`src/jsu_pkg.sv`:
```
// Shared types and constants of the JSON string unescaper.
`timescale 1ns / 1ps
`default_nettype none

package jsu_pkg;

    // What a result word carries
    typedef enum logic [1:0] {
        KIND_DATA = 2'd0,
        KIND_END  = 2'd1,
        KIND_ERR  = 2'd2
    } kind_t;

    // Escape decoding phase
    typedef enum logic [2:0] {
        PH_PLAIN = 3'd0,
        PH_ESC   = 3'd1,
        PH_HEX1  = 3'd2,
        PH_HEX2  = 3'd3,
        PH_HEX3  = 3'd4,
        PH_HEX4  = 3'd5
    } phase_t;

    // Characters of interest
    localparam logic [7:0] CH_QUOTE  = 8'h22;
    localparam logic [7:0] CH_BSLASH = 8'h5C;
    localparam logic [7:0] CH_SLASH  = 8'h2F;
    localparam logic [7:0] CH_B      = 8'h62;
    localparam logic [7:0] CH_F      = 8'h66;
    localparam logic [7:0] CH_N      = 8'h6E;
    localparam logic [7:0] CH_R      = 8'h72;
    localparam logic [7:0] CH_T      = 8'h74;
    localparam logic [7:0] CH_U      = 8'h75;

    // Control bytes the short escapes map to
    localparam logic [7:0] CTL_BS  = 8'h08;
    localparam logic [7:0] CTL_FF  = 8'h0C;
    localparam logic [7:0] CTL_LF  = 8'h0A;
    localparam logic [7:0] CTL_CR  = 8'h0D;
    localparam logic [7:0] CTL_TAB = 8'h09;

    // Results caused by one input byte (one to three words)
    typedef struct packed {
        logic       has_res;
        logic [1:0] last_idx;
        kind_t      kind;
        logic [7:0] b0;
        logic [7:0] b1;
        logic [7:0] b2;
    } res_set_t;

endpackage

`default_nettype wire

```
`src/jsu_decode.sv`:
```
// Combinational decode of one input byte against the escape state.
`timescale 1ns / 1ps
`default_nettype none

module jsu_decode (
    input  wire logic [7:0]       byte_in,
    input  wire jsu_pkg::phase_t  phase,
    input  wire logic [11:0]      accum,
    input  wire logic             allow_upper_hex,
    output jsu_pkg::res_set_t     res,
    output jsu_pkg::phase_t       phase_next,
    output logic [11:0]           accum_next
);
    import jsu_pkg::*;

    logic        hex_ok;
    logic [3:0]  hex_val;
    logic [15:0] code;

    // Hex digit value; letters have low nibble 1..6
    always_comb begin
        hex_ok  = 1'b0;
        hex_val = byte_in[3:0];
        if (byte_in inside {[8'h30:8'h39]}) begin
            hex_ok = 1'b1;
        end else if (byte_in inside {[8'h61:8'h66]}) begin
            hex_ok  = 1'b1;
            hex_val = byte_in[3:0] + 4'd9;
        end else if (allow_upper_hex && (byte_in inside {[8'h41:8'h46]})) begin
            hex_ok  = 1'b1;
            hex_val = byte_in[3:0] + 4'd9;
        end
    end

    assign code = {accum, hex_val};

    // Phase walk and result build
    always_comb begin
        res         = '0;
        res.kind    = KIND_DATA;
        phase_next  = PH_PLAIN;
        accum_next  = accum;
        case (phase)
            PH_ESC: begin
                res.has_res = 1'b1;
                case (byte_in)
                    CH_QUOTE:  res.b0 = CH_QUOTE;
                    CH_BSLASH: res.b0 = CH_BSLASH;
                    CH_SLASH:  res.b0 = CH_SLASH;
                    CH_B:      res.b0 = CTL_BS;
                    CH_F:      res.b0 = CTL_FF;
                    CH_N:      res.b0 = CTL_LF;
                    CH_R:      res.b0 = CTL_CR;
                    CH_T:      res.b0 = CTL_TAB;
                    CH_U: begin
                        res.has_res = 1'b0;
                        phase_next  = PH_HEX1;
                        accum_next  = '0;
                    end
                    default: begin
                        res.kind   = KIND_ERR;
                        accum_next = '0;
                    end
                endcase
            end
            PH_HEX1, PH_HEX2, PH_HEX3: begin
                if (hex_ok) begin
                    accum_next = {accum[7:0], hex_val};
                    phase_next = phase_t'(phase + 3'd1);
                end else begin
                    res.has_res = 1'b1;
                    res.kind    = KIND_ERR;
                    accum_next  = '0;
                end
            end
            PH_HEX4: begin
                res.has_res = 1'b1;
                accum_next  = '0;
                if (!hex_ok) begin
                    res.kind = KIND_ERR;
                end else if (code[15:7] == 9'd0) begin
                    res.b0 = {1'b0, code[6:0]};
                end else if (code[15:11] == 5'd0) begin
                    res.last_idx = 2'd1;
                    res.b0       = {3'b110, code[10:6]};
                    res.b1       = {2'b10, code[5:0]};
                end else begin
                    res.last_idx = 2'd2;
                    res.b0       = {4'b1110, code[15:12]};
                    res.b1       = {2'b10, code[11:6]};
                    res.b2       = {2'b10, code[5:0]};
                end
            end
            default: begin
                // plain text
                if (byte_in == CH_BSLASH) begin
                    phase_next = PH_ESC;
                end else if (byte_in == CH_QUOTE) begin
                    res.has_res = 1'b1;
                    res.kind    = KIND_END;
                    accum_next  = '0;
                end else begin
                    res.has_res = 1'b1;
                    res.b0      = byte_in;
                end
            end
        endcase
    end

endmodule

`default_nettype wire

```
`src/jsu_out_buf.sv`:
```
// Result register: holds the words of one input byte and hands them out in turn.
`timescale 1ns / 1ps
`default_nettype none

module jsu_out_buf (
    input  wire logic              aclk,
    input  wire logic              aresetn,
    input  wire logic              load,
    input  wire jsu_pkg::res_set_t res,
    output logic                   free,
    output logic                   m_tvalid,
    input  wire logic              m_tready,
    output logic [7:0]             m_tdata,   // [7:0] out_byte
    output logic [1:0]             m_tuser,   // [1:0] kind
    output logic                   m_tlast
);
    import jsu_pkg::*;

    logic       valid_reg, valid_next;
    logic [1:0] pos_reg, pos_next;
    logic [1:0] last_reg;
    kind_t      kind_reg;
    logic [7:0] byte_reg [3];
    logic       at_last;
    logic       take;

    assign at_last = (pos_reg == last_reg);
    assign take    = valid_reg && m_tready;
    // free for a new set once the final word of the current one leaves
    assign free    = !valid_reg || (take && at_last);

    // control: word pointer and valid
    always_comb begin
        valid_next = valid_reg;
        pos_next   = pos_reg;
        if (load) begin
            valid_next = 1'b1;
            pos_next   = 2'd0;
        end else if (take) begin
            if (at_last) begin
                valid_next = 1'b0;
            end else begin
                pos_next = pos_reg + 2'd1;
            end
        end
    end

    always_ff @(posedge aclk) begin
        if (!aresetn) begin
            valid_reg <= 1'b0;
            pos_reg   <= 2'd0;
        end else begin
            valid_reg <= valid_next;
            pos_reg   <= pos_next;
        end
    end

    // payload
    always_ff @(posedge aclk) begin
        if (load) begin
            last_reg    <= res.last_idx;
            kind_reg    <= res.kind;
            byte_reg[0] <= res.b0;
            byte_reg[1] <= res.b1;
            byte_reg[2] <= res.b2;
        end
    end

    assign m_tvalid = valid_reg;
    assign m_tdata  = byte_reg[pos_reg];
    assign m_tuser  = kind_reg;
    assign m_tlast  = at_last;

endmodule

`default_nettype wire

```
`src/json_string_unescape_core.sv`:
```
// Top level of the JSON string unescaper: input register, escape state, result register.
// Takes the body of a JSON string one byte per word after the opening quote and gives
// the unescaped bytes, a closing-quote marker (tuser 1) or an escape error (tuser 2);
// tlast marks the final word caused by an input byte. Input bytes are taken one per
// cycle unless the result register is busy: each byte passes through one input register,
// a combinational decode and a three-entry result register. A backslash and the first
// three \u digits give no word and never stall. The fourth \u digit gives 1 to 3 UTF-8
// bytes, sent one per cycle while tready is high, and such a byte holds the result
// register until its final word is taken. allow_upper_hex is written on the cfg_w
// channel, which is always ready, and must be changed only while the block is idle.
`timescale 1ns / 1ps
`default_nettype none

module json_string_unescape_core (
    input  wire logic       aclk,
    input  wire logic       aresetn,
    // input words
    input  wire logic       s_tvalid,
    output logic            s_tready,
    input  wire logic [7:0] s_tdata,    // [7:0] byte_in
    // result words
    output logic            m_tvalid,
    input  wire logic       m_tready,
    output logic [7:0]      m_tdata,    // [7:0] out_byte
    output logic [1:0]      m_tuser,    // [1:0] kind
    output logic            m_tlast,    // last
    // mode register write
    input  wire logic       cfg_wvalid,
    output logic            cfg_wready,
    input  wire logic [0:0] cfg_wdata   // [0] allow_upper_hex
);
    import jsu_pkg::*;

    logic        in_valid_reg, in_valid_next;
    logic [7:0]  in_byte_reg;
    phase_t      phase_reg, phase_next, dec_phase;
    logic [11:0] accum_reg, accum_next, dec_accum;
    logic        upper_reg, upper_next;
    res_set_t    dec_res;
    logic        buf_free;
    logic        advance;
    logic        load;

    // mode register
    assign cfg_wready = 1'b1;
    assign upper_next = (cfg_wvalid && cfg_wready) ? cfg_wdata[0] : upper_reg;

    jsu_decode u_decode (
        .byte_in         (in_byte_reg),
        .phase           (phase_reg),
        .accum           (accum_reg),
        .allow_upper_hex (upper_reg),
        .res             (dec_res),
        .phase_next      (dec_phase),
        .accum_next      (dec_accum)
    );

    // a silent byte never waits for the result register
    assign advance  = in_valid_reg && (!dec_res.has_res || buf_free);
    assign load     = advance && dec_res.has_res;
    assign s_tready = !in_valid_reg || advance;

    always_comb begin
        in_valid_next = in_valid_reg;
        phase_next    = phase_reg;
        accum_next    = accum_reg;
        if (advance) begin
            phase_next    = dec_phase;
            accum_next    = dec_accum;
            in_valid_next = 1'b0;
        end
        if (s_tvalid && s_tready) begin
            in_valid_next = 1'b1;
        end
    end

    // control and escape state
    always_ff @(posedge aclk) begin
        if (!aresetn) begin
            in_valid_reg <= 1'b0;
            phase_reg    <= PH_PLAIN;
            accum_reg    <= '0;
            upper_reg    <= 1'b0;
        end else begin
            in_valid_reg <= in_valid_next;
            phase_reg    <= phase_next;
            accum_reg    <= accum_next;
            upper_reg    <= upper_next;
        end
    end

    // input byte
    always_ff @(posedge aclk) begin
        if (s_tvalid && s_tready) begin
            in_byte_reg <= s_tdata;
        end
    end

    jsu_out_buf u_out_buf (
        .aclk     (aclk),
        .aresetn  (aresetn),
        .load     (load),
        .res      (dec_res),
        .free     (buf_free),
        .m_tvalid (m_tvalid),
        .m_tready (m_tready),
        .m_tdata  (m_tdata),
        .m_tuser  (m_tuser),
        .m_tlast  (m_tlast)
    );

endmodule

`default_nettype wire

```
`config.mk`:
```
export PLATFORM = sky130hd
export DESIGN_NAME = json_string_unescape_core
export DESIGN_NICKNAME = d
export VERILOG_FILES = /design/src/jsu_pkg.sv /design/src/jsu_decode.sv /design/src/jsu_out_buf.sv /design/src/json_string_unescape_core.sv
export SDC_FILE = /design/constraint.sdc
export NUM_CORES = 1
export LEC_CHECK = 0
export BUFFER_PORTS_ARGS = -buffer_cell sky130_fd_sc_hd__buf_2
export CAP_MARGIN = 10
export CELL_PAD_IN_SITES_DETAIL_PLACEMENT = 0
export CELL_PAD_IN_SITES_GLOBAL_PLACEMENT = 2
export CORE_MARGIN = 2
export CORE_UTILIZATION = 38
export DETAILED_ROUTE_END_ITERATION = 10
export GPL_ROUTABILITY_DRIVEN = 0
export PLACE_DENSITY = 0.88
export REMOVE_ABC_BUFFERS = 1
export SETUP_SLACK_MARGIN = 0.5
export SKIP_LAST_GASP = 1
export SYNTH_ARGS = -nofsm -noshare
export SYNTH_HDL_FRONTEND = slang
export SYNTH_SLANG_ARGS = --single-unit
```
`constraint.sdc`:
```
create_clock -name aclk -period 3.5 [get_ports aclk]
set_input_delay 0 -clock aclk [delete_from_list [all_inputs] [get_ports aclk]]
set_output_delay 0 -clock aclk [all_outputs]
set_load 0.02 [all_outputs]
```
==> summary.md <==
| Metric | Value |
|---|---|
| Syn Area/Cell | `9.68 um^2` |
| DP Area | `3340 um^2` |
| Layout cell share with drive strength beyond 1 | `0.159` |
| CTS H-tree depth | `2` |
| Initial antenna violation count | `0` |
| Setup repair after global routing missed its margin | `no` |
| Min cycle time layout | `2860 ps` |
| Critical path's top delay family | `simple AND/OR/NAND/NOR gates` |
| Area Growth Syn to Fin | `15.1%` |
| Via count | `2467` |
| DIE AREA | `8920 um^2` |
| Main area contributors after synthesis | `edfxtp_1 (32%), dfxtp_1 (14%), mux2i_1 (6.8%)` |
| Worst Setup SP | `in_byte_reg[0]$_DFFE_PP_` |
| Cells after Synth | `321` |
| Final Core Density | `0.458` |
| Worst R2R End | `accum_reg[10]$_SDFFE_PN0P_` |
| First-pass GRT wire length | `11700 um` |
| Via density | `5.35` |
| Crit end category | `flip-flop` |
| Number of remaining DRC errors | `0` |
| Met3 usage | `0.0287` |
| Top-area cell type share of the netlist area | `0.319` |
| Final Setup Violations | `0` |
| DR WL/cell | `15.9 um` |
| Cell leakage power | `1.38 nW` |
| Outcome | `finished, final reports clean` |
| Worst VDD drop | `0.000157 V` |
| Max FFs per register | `22` |
| Drt first pass iters | `4` |
| Reg2reg path depth | `8` |
| Post-synth EDFFs | `33` |
| All-Layer GR Usage | `0.169` |
| Critical Path RT | `3710 ps` |
| Pins Over Slew Limit | `0` |
| Cell depth of the worst setup path | `8` |
| Pwr/cell area | `361 nW/um^2` |
| Synth Cell Area | `3110 um^2` |
| Reg2Reg Setup Slack | `640 ps` |
| Most used routing layer | `met2` |
| Final worst clock skew | `11.0 ps` |
| Crit path DAT | `3070 ps` |
| Total Neg Setup Slack | `0 ps` |
| Non-filler instance count after layout | `461` |
| Post-route cell area | `3580 um^2` |
| #FFs+latches synth | `55` |
| Final net count | `381` |
| Pin count of the biggest net entering global routing | `34` |
| Register area share after synthesis | `0.461` |
| Rel. slew slack | `0.487` |
| Critical Path Sink | `accum_reg[10]$_SDFFE_PN0P_` |
| Final Cycle Share | `0.818` |
| Least-Margin Pin Slew | `762 ps` |
| DP HPWL | `5270 um` |
| Ant diodes | `0` |
| Clock latency on the worst-skew pair | `310 ps` |
| Yosys warnings | `0` |
| Placed Cells | `439` |
| Ys async rst share | `0` |
| WL final | `7340 um` |
| Largest stage delay on the critical path | `530 ps` |
| Die height | `94.4 um` |
| Highest net fanout along the worst path | `8` |
| Worst hold-check path type | `primary input to flip-flop` |
| Clk slew on worst S/H paths | `100 ps` |
| RR Startpoint | `in_byte_reg[0]$_DFFE_PP_` |
| CTS Buffer Depth | `2` |
| Critical path class | `flip-flop to flip-flop` |
| Most frequent cells after synthesis | `edfxtp_1 (33), nand2_1 (33), nor2_1 (27), dfxtp_1 (22), mux2i_1 (21)` |
| Worst Setup Start Kind | `flip-flop` |
| Number of global-route vias before repair | `2286` |
| Post-DRT Antenna Nets | `0` |
| Hold Fails Final Rpt | `0` |
| Core area | `7810 um^2` |
| Cell variety after synth | `61` |
| PortBufs | `26` |
| Clk root buf | `clkbuf_8` |
| I/O Pins | `28` |
| Max Freq | `349 MHz` |
| Max-Cap Viols | `0` |
| Sink Count | `55` |
| Num rows | `32` |
| Met1 Use GR | `0.237` |
| Synth area leader | `edfxtp_1` |
| Die span in x | `94.4 um` |
| CP bufs+invs | `1` |
| Met2 Use GR | `0.268` |
| Top_reg_cell synth | `edfxtp_1` |
| Worst-path cell chain | `inv_1 -> ha_2 -> and4b_1 -> or4_4 -> o211a_4 -> o221ai_4 -> or3b_4 -> mux2i_1` |
| Initial Util | `0.398` |
| Drt initial violations | `233` |
| Total gr overflow | `0` |
| Max stage delay cell, worst path | `or4_4` |
| Num CTS Buffers | `5` |
| CTS tree | `done` |
timing repair:
action                                 4_1_cts  5_1_grt
hold buffers                                11        0
resized for setup                            2        3
endpoints found under the hold margin       10        0
setup endpoints to repair                   20       60
buffers inserted                             0        2
gates cloned                                 0        1
final cells by class:
type | instances | area (um^2)
fillers | 781 | 4230
multi-input cells | 239 | 1570
flip-flops and latches | 55 | 1430
repair buffers | 49 | 330
well taps | 102 | 128
clock buffers | 6 | 72.6
inverters | 8 | 30.0
clock inverters | 2 | 12.5
how the worst min path moves through the flow:
stage / end / from / cells past startpoint
after floorplan: in_byte_reg[0]$_DFFE_PP_ / s_tdata[0] / 0
final: u_out_buf.pos_reg[1]$_SDFFE_PP0P_ / m_tready / 5
after global placement: in_byte_reg[6]$_DFFE_PP_ / s_tdata[6] / 1
after global routing: u_out_buf.pos_reg[1]$_SDFFE_PP0P_ / m_tready / 5
after detailed placement: in_byte_reg[2]$_DFFE_PP_ / s_tdata[2] / 1
after CTS: flip-flop / m_tready / 5
kinds of logic (layout without fill, tap and decap cells):
logic type               count (synthesis)  in the layout  share of synthesized area
AO/OA/AOI/OAI                           69             69                      0.153
XOR/XNOR                                 5              5                     0.0141
adder cells (fa/ha/maj)                  9              9                     0.0362
buffers and inverters                   28             65                     0.0415
flip-flops                              55             55                      0.461
multiplexers                            22             22                     0.0713
other                                    1              1                    0.00121
AND/OR/NAND/NOR                        132            133                      0.222
per-stage QoR:
stage	setup WS (ps)	hold slack (ps)	total power, mW
after global routing	489	131	1.35
final	637	97.7	1.29
after CTS	559	96.6	1.30
after global placement	466	178	0.945
after floorplan	307	98.9	0.872
after detailed placement	385	181	0.946
layout by cell type, fill, tap and decap left out, types with 4 or more instances in the layout:
master / n
nand2_1: 33
edfxtp_1: 33
nor2_1: 27
buf_2: 26
dfxtp_1: 22
mux2i_1: 21
nand3_1: 18
a21oi_1: 17
o21ai_0: 17
buf_4: 12
dlygate4sd3_1: 11
inv_1: 8
and3_1: 8
ha_1: 8
nor3b_1: 5
o221ai_1: 5
clkbuf_8: 5
and2_1: 4
nor3_1: 4
a21o_1: 4
nor2b_1: 4
a22oi_1: 4
routing by layer:
metal	wire length (um)	vias up
met5	0	-
met4	110	0
met3	309	9
met2	3330	54
met1	3580	1158
li1	-	1246
worst min-delay path, delay by kind of cell:
kind | cells | cell delay, ps
AOI/OAI and AO/OA | 1 | 80
buffers and inverters | 1 | 120
xor gates and xnor gates | 1 | 70
and+or+nand+nor | 2 | 100
report_power, final:
part	internal (mW)	leakage [nW]	switching (mW)
clock	0.141	0.0428	0.205
sequential	0.719	0.495	0.0183
combinational	0.0853	0.839	0.125
(Power assumes the default switching activity.)
